[config.mk]
export PLATFORM = sky130hd
export DESIGN_NAME = substitution_string_escape_converter
export DESIGN_NICKNAME = d
export VERILOG_FILES = /design/src/rtl/scs_pkg.sv /design/src/rtl/scs_decode.sv /design/src/rtl/scs_burst.sv /design/src/rtl/substitution_string_escape_converter.sv
export SDC_FILE = /design/constraint.sdc
export NUM_CORES = 1
export LEC_CHECK = 0
export BUFFER_PORTS_ARGS = -buffer_cell sky130_fd_sc_hd__buf_2
export CAP_MARGIN = 20
export CORE_ASPECT_RATIO = 0.7
export CORE_MARGIN = 2
export CORE_UTILIZATION = 40
export DETAILED_ROUTE_END_ITERATION = 10
export PLACE_DENSITY = 0.58
export SLEW_MARGIN = 20
export SYNTH_ARGS = -nofsm -noshare
export SYNTH_HDL_FRONTEND = slang
export SYNTH_SLANG_ARGS = --single-unit
export TNS_END_PERCENT = 10
[constraint.sdc]
create_clock -name clk -period 14.7 [get_ports clk]
set_clock_uncertainty 0.2 [all_clocks]
set_input_delay 2.94 -clock clk [delete_from_list [all_inputs] [get_ports clk]]
set_output_delay 2.94 -clock clk [all_outputs]
set_load 0.02 [all_outputs]
[src/rtl/scs_pkg.sv]
// Package for the substitution string escape converter.
// Holds the scan modes, the burst and decode types and the byte classifiers.
// No dependencies.
package scs_pkg;

	localparam int unsigned BURST_MAX = 5;
	localparam int unsigned BURST_CW  = $clog2(BURST_MAX + 1);
	localparam logic [15:0] CAP_RESET = 16'd4096;

	localparam logic [7:0] CH_NUL   = 8'h00;
	localparam logic [7:0] CH_BSL   = 8'h5C;
	localparam logic [7:0] CH_AMP   = 8'h26;
	localparam logic [7:0] CH_ZERO  = 8'h30;
	localparam logic [7:0] CH_ONE   = 8'h31;
	localparam logic [7:0] CH_NINE  = 8'h39;
	localparam logic [7:0] CH_LO_U  = 8'h75;
	localparam logic [7:0] CH_UP_U  = 8'h55;
	localparam logic [7:0] CH_LO_L  = 8'h6C;
	localparam logic [7:0] CH_UP_L  = 8'h4C;
	localparam logic [7:0] CH_SPACE = 8'h20;
	localparam logic [7:0] CH_TILDE = 8'h7E;

	typedef enum logic [2:0] {
		MODE_IDLE     = 3'd0,
		MODE_ESC      = 3'd1,
		MODE_CASE     = 3'd2,
		MODE_CASE_ESC = 3'd3,
		MODE_DRAIN    = 3'd4
	} scan_mode_t;

	typedef logic [BURST_MAX-1:0][7:0] burst_t;

	typedef struct packed {
		burst_t              bytes;
		logic [BURST_CW-1:0] n;
		scan_mode_t          mode;
		logic [15:0]         count;
	} dec_t;

	function automatic logic is_valid_escape(input logic [7:0] c);
		logic r;
		case (c)
			8'h61, 8'h62, 8'h66, 8'h6E, 8'h72, 8'h74, 8'h76,
			8'h28, 8'h29, 8'h5B, 8'h5D, 8'h3C, 8'h3E, 8'h2E,
			8'h5C, 8'h7C, 8'h5E, 8'h24, 8'h2A, 8'h2B, 8'h3F,
			8'h26, 8'h22: r = 1'b1;
			default: r = 1'b0;
		endcase
		return r;
	endfunction

	// letter for the control bytes that have one, else NUL
	function automatic logic [7:0] control_letter(input logic [7:0] c);
		logic [7:0] r;
		case (c)
			8'h07: r = 8'h61;
			8'h08: r = 8'h62;
			8'h1B: r = 8'h65;
			8'h0C: r = 8'h66;
			8'h0A: r = 8'h6E;
			8'h0D: r = 8'h72;
			8'h09: r = 8'h74;
			8'h0B: r = 8'h76;
			default: r = CH_NUL;
		endcase
		return r;
	endfunction

endpackage

[src/rtl/scs_decode.sv]
// Byte decoder: turns one input byte plus scan state into a burst of output
// bytes and the next state. Purely combinational. Depends on scs_pkg.
module scs_decode (
	input  logic [7:0]          c,
	input  scs_pkg::scan_mode_t mode,
	input  logic [15:0]         count,
	input  logic [15:0]         capacity,
	output scs_pkg::dec_t       dec
);
	import scs_pkg::*;

	logic        case_tok;
	logic        keep_esc;
	logic        at_cap;
	logic [7:0]  letter;
	logic        nonprint;
	logic        clr_count;
	logic [16:0] sum;

	assign case_tok = (c == CH_LO_U) || (c == CH_UP_U) || (c == CH_LO_L) || (c == CH_UP_L);
	assign keep_esc = ((c >= CH_ONE) && (c <= CH_NINE)) || is_valid_escape(c);
	assign at_cap   = ({1'b0, count} + 17'd1) >= {1'b0, capacity};
	assign letter   = control_letter(c);
	assign nonprint = (c < CH_SPACE) || (c > CH_TILDE);

	always_comb begin
		dec.bytes = '0;
		dec.n     = '0;
		dec.mode  = MODE_IDLE;
		clr_count = 1'b0;
		case (mode)
			MODE_ESC, MODE_CASE_ESC: begin
				if (mode == MODE_ESC && case_tok) begin
					dec.bytes[0] = CH_BSL;
					dec.bytes[1] = c;
					dec.n        = BURST_CW'(2);
					dec.mode     = MODE_CASE;
				end else if (c == CH_NUL) begin
					// trailing backslash kept literally, then terminator
					dec.bytes[0] = CH_BSL;
					dec.bytes[1] = CH_NUL;
					dec.n        = BURST_CW'(2);
					clr_count    = 1'b1;
				end else if (c == CH_ZERO) begin
					dec.bytes[0] = CH_AMP;
					dec.n        = BURST_CW'(1);
				end else if (keep_esc) begin
					dec.bytes[0] = CH_BSL;
					dec.bytes[1] = c;
					dec.n        = BURST_CW'(2);
				end else begin
					dec.bytes[0] = c;
					dec.n        = BURST_CW'(1);
				end
			end
			MODE_DRAIN: begin
				if (c == CH_NUL) begin
					clr_count = 1'b1;
				end else begin
					dec.mode = MODE_DRAIN;
				end
			end
			default: begin
				// idle and after a case token
				if (c == CH_NUL) begin
					dec.n     = BURST_CW'(1);
					clr_count = 1'b1;
				end else if (c == CH_AMP) begin
					dec.bytes[0] = CH_AMP;
					dec.n        = BURST_CW'(1);
				end else if (c == CH_BSL) begin
					dec.mode = (mode == MODE_CASE) ? MODE_CASE_ESC : MODE_ESC;
				end else if (at_cap) begin
					dec.n    = BURST_CW'(1);
					dec.mode = MODE_DRAIN;
				end else if (letter != CH_NUL) begin
					dec.bytes[0] = CH_BSL;
					dec.bytes[1] = letter;
					dec.n        = BURST_CW'(2);
				end else if (nonprint) begin
					dec.bytes[0] = CH_BSL;
					dec.bytes[1] = CH_ZERO;
					dec.bytes[2] = CH_ZERO + {6'd0, c[7:6]};
					dec.bytes[3] = CH_ZERO + {5'd0, c[5:3]};
					dec.bytes[4] = CH_ZERO + {5'd0, c[2:0]};
					dec.n        = BURST_CW'(5);
				end else begin
					dec.bytes[0] = c;
					dec.n        = BURST_CW'(1);
				end
			end
		endcase

		// saturating count update
		sum = {1'b0, count} + {{(17-BURST_CW){1'b0}}, dec.n};
		if (clr_count) begin
			dec.count = '0;
		end else if (sum[16]) begin
			dec.count = 16'hFFFF;
		end else begin
			dec.count = sum[15:0];
		end
	end

endmodule

[src/rtl/scs_burst.sv]
// Output burst register: holds the bytes of one decoded input and hands them
// out one per request, flagging the last. Depends on scs_pkg.
module scs_burst (
	input  logic                         clk,
	input  logic                         arst_n,
	input  logic                         load,
	input  scs_pkg::burst_t              load_bytes,
	input  logic [scs_pkg::BURST_CW-1:0] load_n,
	output logic                         free,
	output logic                         out_valid,
	input  logic                         out_ready,
	output logic [7:0]                   out_byte,
	output logic                         last_in_run
);
	import scs_pkg::*;

	burst_t              bytes_s2;
	logic [BURST_CW-1:0] rem_q;
	logic                take;

	assign out_valid   = (rem_q != '0);
	assign take        = out_valid && out_ready;
	assign last_in_run = (rem_q == BURST_CW'(1));
	assign free        = !out_valid || (take && last_in_run);
	assign out_byte    = bytes_s2[0];

	always_ff @(posedge clk or negedge arst_n) begin
		if (!arst_n) begin
			rem_q <= '0;
		end else if (load) begin
			rem_q <= load_n;
		end else if (take) begin
			rem_q <= rem_q - BURST_CW'(1);
		end
	end

	always_ff @(posedge clk) begin
		if (load) begin
			bytes_s2 <= load_bytes;
		end else if (take) begin
			bytes_s2 <= {8'd0, bytes_s2[BURST_MAX-1:1]};
		end
	end

endmodule

[src/rtl/substitution_string_escape_converter.sv]
// An accepted input byte is registered in the input stage, then decoded and
// loaded into the burst register, which feeds the single output byte port.
// Bytes causing output (1 to 5) wait for a free burst register, others do not.
// Reset (arst_n low, asynchronous): scan mode idle, count 0, capacity 4096,
// input and output stages empty.
module substitution_string_escape_converter (
	input  logic        clk,
	input  logic        arst_n,
	input  logic        cfg_valid,
	output logic        cfg_ready,
	input  logic [15:0] cfg_data,
	input  logic        in_valid,
	output logic        in_ready,
	input  logic [7:0]  char_in,
	output logic        out_valid,
	input  logic        out_ready,
	output logic [7:0]  out_byte,
	output logic        last_in_run
);
	import scs_pkg::*;

	logic [15:0] capacity_q;
	scan_mode_t  mode_q;
	logic [15:0] count_q;
	logic        valid_s1;
	logic [7:0]  char_s1;
	dec_t        dec;
	logic        burst_free;
	logic        advance;

	assign cfg_ready = 1'b1;

	always_ff @(posedge clk or negedge arst_n) begin
		if (!arst_n) begin
			capacity_q <= CAP_RESET;
		end else if (cfg_valid) begin
			capacity_q <= cfg_data;
		end
	end

	scs_decode u_decode (
		.c        (char_s1),
		.mode     (mode_q),
		.count    (count_q),
		.capacity (capacity_q),
		.dec      (dec)
	);

	// an item with no output bytes never waits for the burst register
	assign advance  = valid_s1 && ((dec.n == '0) || burst_free);
	assign in_ready = !valid_s1 || advance;

	always_ff @(posedge clk or negedge arst_n) begin
		if (!arst_n) begin
			valid_s1 <= 1'b0;
			mode_q   <= MODE_IDLE;
			count_q  <= '0;
		end else begin
			if (in_ready) begin
				valid_s1 <= in_valid;
			end
			if (advance) begin
				mode_q  <= dec.mode;
				count_q <= dec.count;
			end
		end
	end

	always_ff @(posedge clk) begin
		if (in_valid && in_ready) begin
			char_s1 <= char_in;
		end
	end

	scs_burst u_burst (
		.clk         (clk),
		.arst_n      (arst_n),
		.load        (advance && (dec.n != '0)),
		.load_bytes  (dec.bytes),
		.load_n      (dec.n),
		.free        (burst_free),
		.out_valid   (out_valid),
		.out_ready   (out_ready),
		.out_byte    (out_byte),
		.last_in_run (last_in_run)
	);

endmodule

==> results of run 1 <==
-- routing by layer --
| layer | vias up | wire length (um) |
|---|---|---|
| met4 | 0 | 124 |
| met1 | 1988 | 6929 |
| met3 | 13 | 846 |
| met5 | - | 0 |
| met2 | 166 | 4594 |
| li1 | 2070 | - |
-- power by group through the flow --
stage	clock, uW	combinational, uW	sequential, uW
global placement	0	312	375
global route	252	371	383
finish	238	327	374
detailed placement	0	322	377
floorplan	0	273	347
CTS	243	325	373
-- cell type report --
cell class / count / area share (%)
clock buffer: 9 / 4.002
clock inverter: 7 / 1.534
inverter: 26 / 1.734
multi-input combinational: 419 / 46.42
sequential: 81 / 38.71
tap: 162 / 3.602
timing repair buffer: 42 / 4.002
-- Yosys cell counts, types with 6 or more instances --
library cell  number
xnor2_1           10
inv_1             26
dfrtp_1           38
nor2_1            58
ha_1              23
buf_2             13
a21oi_1           39
nor2b_1            9
edfxtp_1          36
dfxtp_1            6
xor2_1             7
a31oi_1           13
clkbuf_1          15
nor3_1             6
nand3_1           19
a21o_1             7
and2_1            11
nand2b_1          12
nand4_1           13
o21ai_0           40
nand2_1           59
buf_4             12
-- cells by family after synthesis --
logic type      share of synthesized area (%)
buf+inv                                 6.610
mux                                     1.000
xor+xnor                                2.902
other cells                            0.1464
flops                                   42.46
simple gates                            22.15
fa+ha+maj                               6.195
compound gates                          18.54
-- final timing paths --
kind | end | cells after the start
worst max-delay path | in_ready | 5
worst min-delay path | u_burst.bytes_s2[26] | 2
worst max register to register | count_q[6] | 21
worst min register to register | u_burst.bytes_s2[26] | 2
max in group asynchronous | capacity_q[15] | 1
min in group asynchronous | count_q[12] | 1
-- worst max-delay path, cell delays in order --
cell	delay, ns
buf_2	0.13
a21oi_1	0.30
or2_2	0.19
o2111ai_1	0.21
buf_2	0.24
-- registers in the layout, summed over array words and instances (netlist names), named ones only --
register          count
mode_q                3
u_burst.rem_q         3
u_burst.bytes_s2     20
count_q              16
valid_s1              1
char_s1               8
capacity_q           16
u_burst.out_byte      8
-- through the flow --
stage / total power, uW / hold slack (ns)
floorplan: 620.0 / 0.2799
global route: 1005 / 0.3418
detailed placement: 699.4 / 0.2980
CTS: 940.9 / 0.3091
global placement: 687.2 / 0.2975
finish: 938.5 / 0.3179
==> results.md, run 1 <==
- Status: finished, final reports clean
- Final slew viol count: 0
- Diodes inserted: 0
- Placed cells: 730
- Setup Viol. Count Final: 0
- FP Rows: 34
- 1st-iter DRT viols: 388
- Met2 GRT Util: 23.30%
- Number of remaining DRC errors: 0
- Core Util, Final: 45.15%
- Overflow left after global routing: 0
- Synthesized instance count: 570
- Yosys reg bits: 81
- Top_reg_cell synth: dfrtp_1
- Synth cell types: 71
- Total GRT Usage: 18.81%
- Area of the multi-input gates: 2613 sq um
- Core Region: 12460 sq um
- Final hold vios: 0
- Final Instance Area: 5628 sq um
- Syn Std Cell Area: 5130 sq um
- Root Driver: clkbuf_16
- Setup TNS Final: 0 ns
- Drt wl/cell: 16.75 um
- Area grow syn2layout: 9.707%
- CTS resizes: 0
- Maximum clock frequency: 0.1398 GHz
- Register area: 2178 sq um
- Pre-CTS WS: 7.572 ns
- Sw Pwr: 361.8 uW
- Register share of total power: 39.9%
- CP endpoint kind: primary output
- Async SR Flop Fraction: 48.15%
- DR pass1 iterations: 5
- Switching Share: 38.55%
- Hold Crit Start: u_burst.bytes_s2[34]
- Synth top area share: 21.07%
- Vias: 4237
- # Max-Cap Violations: 0
- Crit path required time: 11.56 ns
- Worst EP arrival: 4.01 ns
- Combinational power share: 34.8%
- Fin nets: 632
- Vias per cell: 5.680
- Crit path max fanout: 5
- Fraction of layout cells with a size suffix above 1: 12.33%
- Share of the yosys chip area belonging to registers: 42.46%
- CTS tree: done
- Starting Density: 41.16%
- Measured slew at the worst slew-check pin: 0.9271 ns
- Most frequent cells in the layout: nand2_1 (59), nor2_1 (58), o21ai_0 (40)
- Die height: 98.75 um
- Setup ws final: 7.546 ns
- Clock buffer depth: 2
- Pwr per Cell Area: 166.8 nW/um^2
- Grt met1 use: 32.18%
- HP Class: reg -> reg
- Dpl hpwl: 9.018 mm
- Crit Path Category: in -> out
- Initial antenna violation count: 0
- Worst VDD drop: 0.00008691 V
- Fin crit period: 7.154 ns
- Post-synth top area cell: edfxtp_1
- Post-route ant nets: 0
- First-pass GRT wire length: 20.75 mm
- Number of flops mapped to enable cells by yosys: 36
- Setup Buffers After CTS: 0
- GRT Max-Usage Layer: met1
- Number of global-route vias before repair: 3881
- Max-Slew Margin vs Limit: 38.19%
- Worst-path clk slew: 0.07 ns
- Clock power share: 25.3%
- Clk sinks: 81
- Fill cells: 1196
- Leak: 0.002349 uW
- Most common cell after layout, fill and taps aside: nand2_1
- Routed WL: 12.49 mm
- Mapped Nets: 623
- Final cell count without fillers: 746
- Cell Area, Placed: 5316 sq um
- Synth warn: 0
- Die X: 139.4 um
- Total die area: 13760 sq um
- Placer Congestion: 0.8843
- Internal power: 576.7 uW
- H-tree depth: 3
- CTS Hold Bufs: 0
- Synthesized area per cell: 9.000 sq um
- # IOs: 41
- RSZ-0062 raised after global routing: false
- Clk_lat worst skew: 0.34 ns
- GR Util met3: 3.353%
- I/O Buffers: 39
- Worst Setup Start Kind: input port
- CP Launch Point: out_ready
- TritonCTS buffer count: 9
- RR Startpoint: count_q[2]
- Worst R2R Setup Slack: 9.35 ns
- Synth area leaders: edfxtp_1 (21%), dfrtp_1 (19%), ha_1 (5.6%)
- Largest net degree at the start of global routing: 40
- Final period util: 48.66%
(Power assumes the default switching activity.)
==> run 2: changes to the inputs <==
==> constraint.sdc (replaced) <==
create_clock -name clk -period 6.6 [get_ports clk]
set_clock_uncertainty 0.2 [all_clocks]
set_input_delay 1.32 -clock clk [delete_from_list [all_inputs] [get_ports clk]]
set_output_delay 1.32 -clock clk [all_outputs]
set_load 0.02 [all_outputs]
==> run 2 against run 1 <==
First-iteration DRC count up 6.4%. Highest routed layer unchanged. Non-clock buffer count unchanged. Global-route usage rose by 0.18 points. Clock-buffer cell count did not move.
==> results.md, run 2 (synthesis results as in run 1) <==
- Worst Setup Start Kind: flip-flop
- Cell Area, Placed: 5316 sq um (unchanged)
- Setup Buffers After CTS: 0 (unchanged)
- Overflow left after global routing: 0 (unchanged)
- Max-Slew Margin vs Limit: 38.96% (+0.77 points)
- Fin nets: 632 (unchanged)
- Worst-case reg-to-reg path depth: 21 (unchanged)
- # Max-Cap Violations: 0 (unchanged)
- FP Rows: 34 (unchanged)
- CP cell instances: nand3_1 > or2_2 > nor3_1 > xor2_1 > ha_1 > nand3_1 > nor4_1 > a211oi_4 > and2b_1 > nand2b_1 > and2_1 > ha_1 > inv_1 > fa_1 > nor2b_1 > nor2_1 > nor2_1 > nand3_1 > nand2_1 > o21ai_0 > a21oi_1
- Initial antenna violation count: 0 (unchanged)
- Worst R2R Setup Slack: 1.40 ns (-7.95 ns)
- 1st-iter DRT viols: 413 (+6.4%)
- Die height: 98.75 um (unchanged)
- Vias: 4158 (-1.9%)
- Leak: 0.002346 uW (-0.16%)
- Reg with most FFs: u_burst.bytes_s2
- Capturing point of the worst reg2reg path: count_q[6]
- CTS tree: done
- Clk sinks: 81 (unchanged)
- Critical path buffer and inverter count: 1 (-1)
- Cell mode on critical path: nand3_1
- Largest regs: u_burst.bytes_s2 (20), capacity_q (16), count_q (16)
- H-tree depth: 3 (unchanged)
- Met2 GRT Util: 23.30% (unchanged)
- Root Driver: clkbuf_16
- Clk_lat worst skew: 0.35 ns (about the same)
- Levels on crit path: 21 (+16)
- Crit path max-delay family: simple AND/OR/NAND/NOR gates
- GR Util met3: 4.082% (+0.73 points)
- Placer Congestion: 0.8838 (about the same)
- Post-route ant nets: 0 (unchanged)
- Crit Path Category: reg -> reg
- Area grow syn2layout: 9.488%
- Starting Density: 41.16% (unchanged)
- Fin crit period: 5.202 ns
- Diodes inserted: 0 (unchanged)
- Largest net degree at the start of global routing: 40 (unchanged)
- Worst EP arrival: 5.26 ns (+1.25 ns)
- Setup TNS Final: 0 ns (unchanged)
- Vias per cell: 5.574 (-1.9%)
- Most common cell after layout, fill and taps aside: nand2_1
- Drt wl/cell: 16.72 um (-0.18%)
- RSZ-0062 raised after global routing: false
- Crit path max fanout: 11 (+6)
- Placed cells: 730 (unchanged)
- Crit-path max cell delay: 0.50 ns (+0.20 ns)
- Number of remaining DRC errors: 0 (unchanged)
- # IOs: 41 (unchanged)
- Final period util: 78.82%
- CP Launch Point: count_q[2]
- Overall power: 2082 uW (+120%)
- Final cell count without fillers: 746 (unchanged)
- Number of global-route vias before repair: 3857 (-0.62%)
- Pwr per Cell Area: 370.7 nW/um^2 (+120%)
- CTS Hold Bufs: 0 (unchanged)
- Core Region: 12460 sq um (unchanged)
- Status: finished, final reports clean
- Total die area: 13760 sq um (unchanged)
- RR Startpoint: count_q[2]
- Fraction of layout cells with a size suffix above 1: 12.33% (unchanged)
- Fill cells: 1185 (-0.92%)
- Critical path's slowest cell: dfrtp_1
- Measured slew at the worst slew-check pin: 0.9156 ns (-0.01157 ns)
- Final Instance Area: 5617 sq um (-0.20%)
- Clock buffer depth: 2 (unchanged)
- I/O Buffers: 39 (unchanged)
- Worst-path clk slew: 0.07 ns (about the same)
- Die X: 139.4 um (unchanged)
- CP endpoint kind: flip-flop
- Setup Viol. Count Final: 0 (unchanged)
- Grt met1 use: 31.91% (-0.28 points)
- Crit path capture: count_q[6]
- Final slew viol count: 0 (unchanged)
- CTS resizes: 0 (unchanged)
- TritonCTS buffer count: 9 (unchanged)
- Max reg flops: 20 (unchanged)
- Total GRT Usage: 18.99% (+0.18 points)
- First-pass GRT wire length: 20.73 mm (about the same)
- HP Class: reg -> reg
- GRT Max-Usage Layer: met1
- Final hold vios: 0 (unchanged)
- Maximum clock frequency: 0.1922 GHz
- Dpl hpwl: 9.030 mm (+0.13%)
- DR pass1 iterations: 4 (-1)
- Core Util, Final: 45.06% (-0.090 points)
- Worst VDD drop: 0.0001784 V (+110%)
- Routed WL: 12.47 mm (-0.18%)
- Crit path required time: 6.66 ns (-4.90 ns)
- Most frequent cells in the layout: nand2_1 (59), nor2_1 (58), o21ai_0 (40)
-- run 2: cell types whose count changed in the layout (fill, tap and decap cells not counted), sizes merged --
cell and delta:
inv -1, clkinv +1
-- run 2: routing by layer --
metal  vias up  part of all wire (%)
met3        10                   7.9
met2       159                    36
li1       2059                     -
met5         -                     0
met4         0                   1.2
met1      1930                    55
-- run 2: area by class of cell --
type / count / area [sq um] / share of cell area, %
Multi-Input combinational cell: 419 / 2613 / 46.51
Clock buffer: 9 / 225.2 / 4.010
Inverter: 26 / 97.59 / 1.738
Clock inverter: 7 / 75.07 / 1.337
Timing Repair Buffer: 42 / 225.2 / 4.010
Sequential cell: 81 / 2178 / 38.78
Tap cell: 162 / 202.7 / 3.609
-- run 2: stage by stage --
stage | setup WS, ns | hold slack [ns]
floorplan | 1.966 | 0.2799
global placement | 1.670 | 0.2953
detailed placement | 1.489 | 0.3077
CTS | 1.442 | 0.3238
global route | 0.9905 | 0.3392
finish | 1.398 | 0.3207
-- run 2: where the power goes --
group / internal, uW / total, uW / switching, uW
Clock: 296 / 514 / 218
Combinational: 277 / 737 / 460
Sequential: 706 / 831 / 124
-- run 2: worst min path at each step --
stage,startpoint,end,cells after the start
after floorplan,capacity_q[12],capacity_q[12],2
after global placement,u_burst.bytes_s2[34],u_burst.bytes_s2[26],2
after detailed placement,u_burst.bytes_s2[36],u_burst.bytes_s2[28],1
after CTS,u_burst.bytes_s2[36],u_burst.bytes_s2[28],1
after global routing,u_burst.bytes_s2[26],u_burst.bytes_s2[18],1
final,u_burst.bytes_s2[36],u_burst.bytes_s2[28],1
-- run 2: worst register-to-register path: stages (launching register included) --
cell and delay [ns]:
dfrtp_1 0.50, nand3_1 0.17, or2_2 0.36, nor3_1 0.24
xor2_1 0.10, ha_1 0.30, nand3_1 0.15, nor4_1 0.47
a211oi_4 0.18, and2b_1 0.26, nand2b_1 0.16, and2_1 0.15
ha_1 0.16, inv_1 0.05, fa_1 0.39, nor2b_1 0.20
nor2_1 0.08, nor2_1 0.16, nand3_1 0.34, nand2_1 0.20
o21ai_0 0.09, a21oi_1 0.18
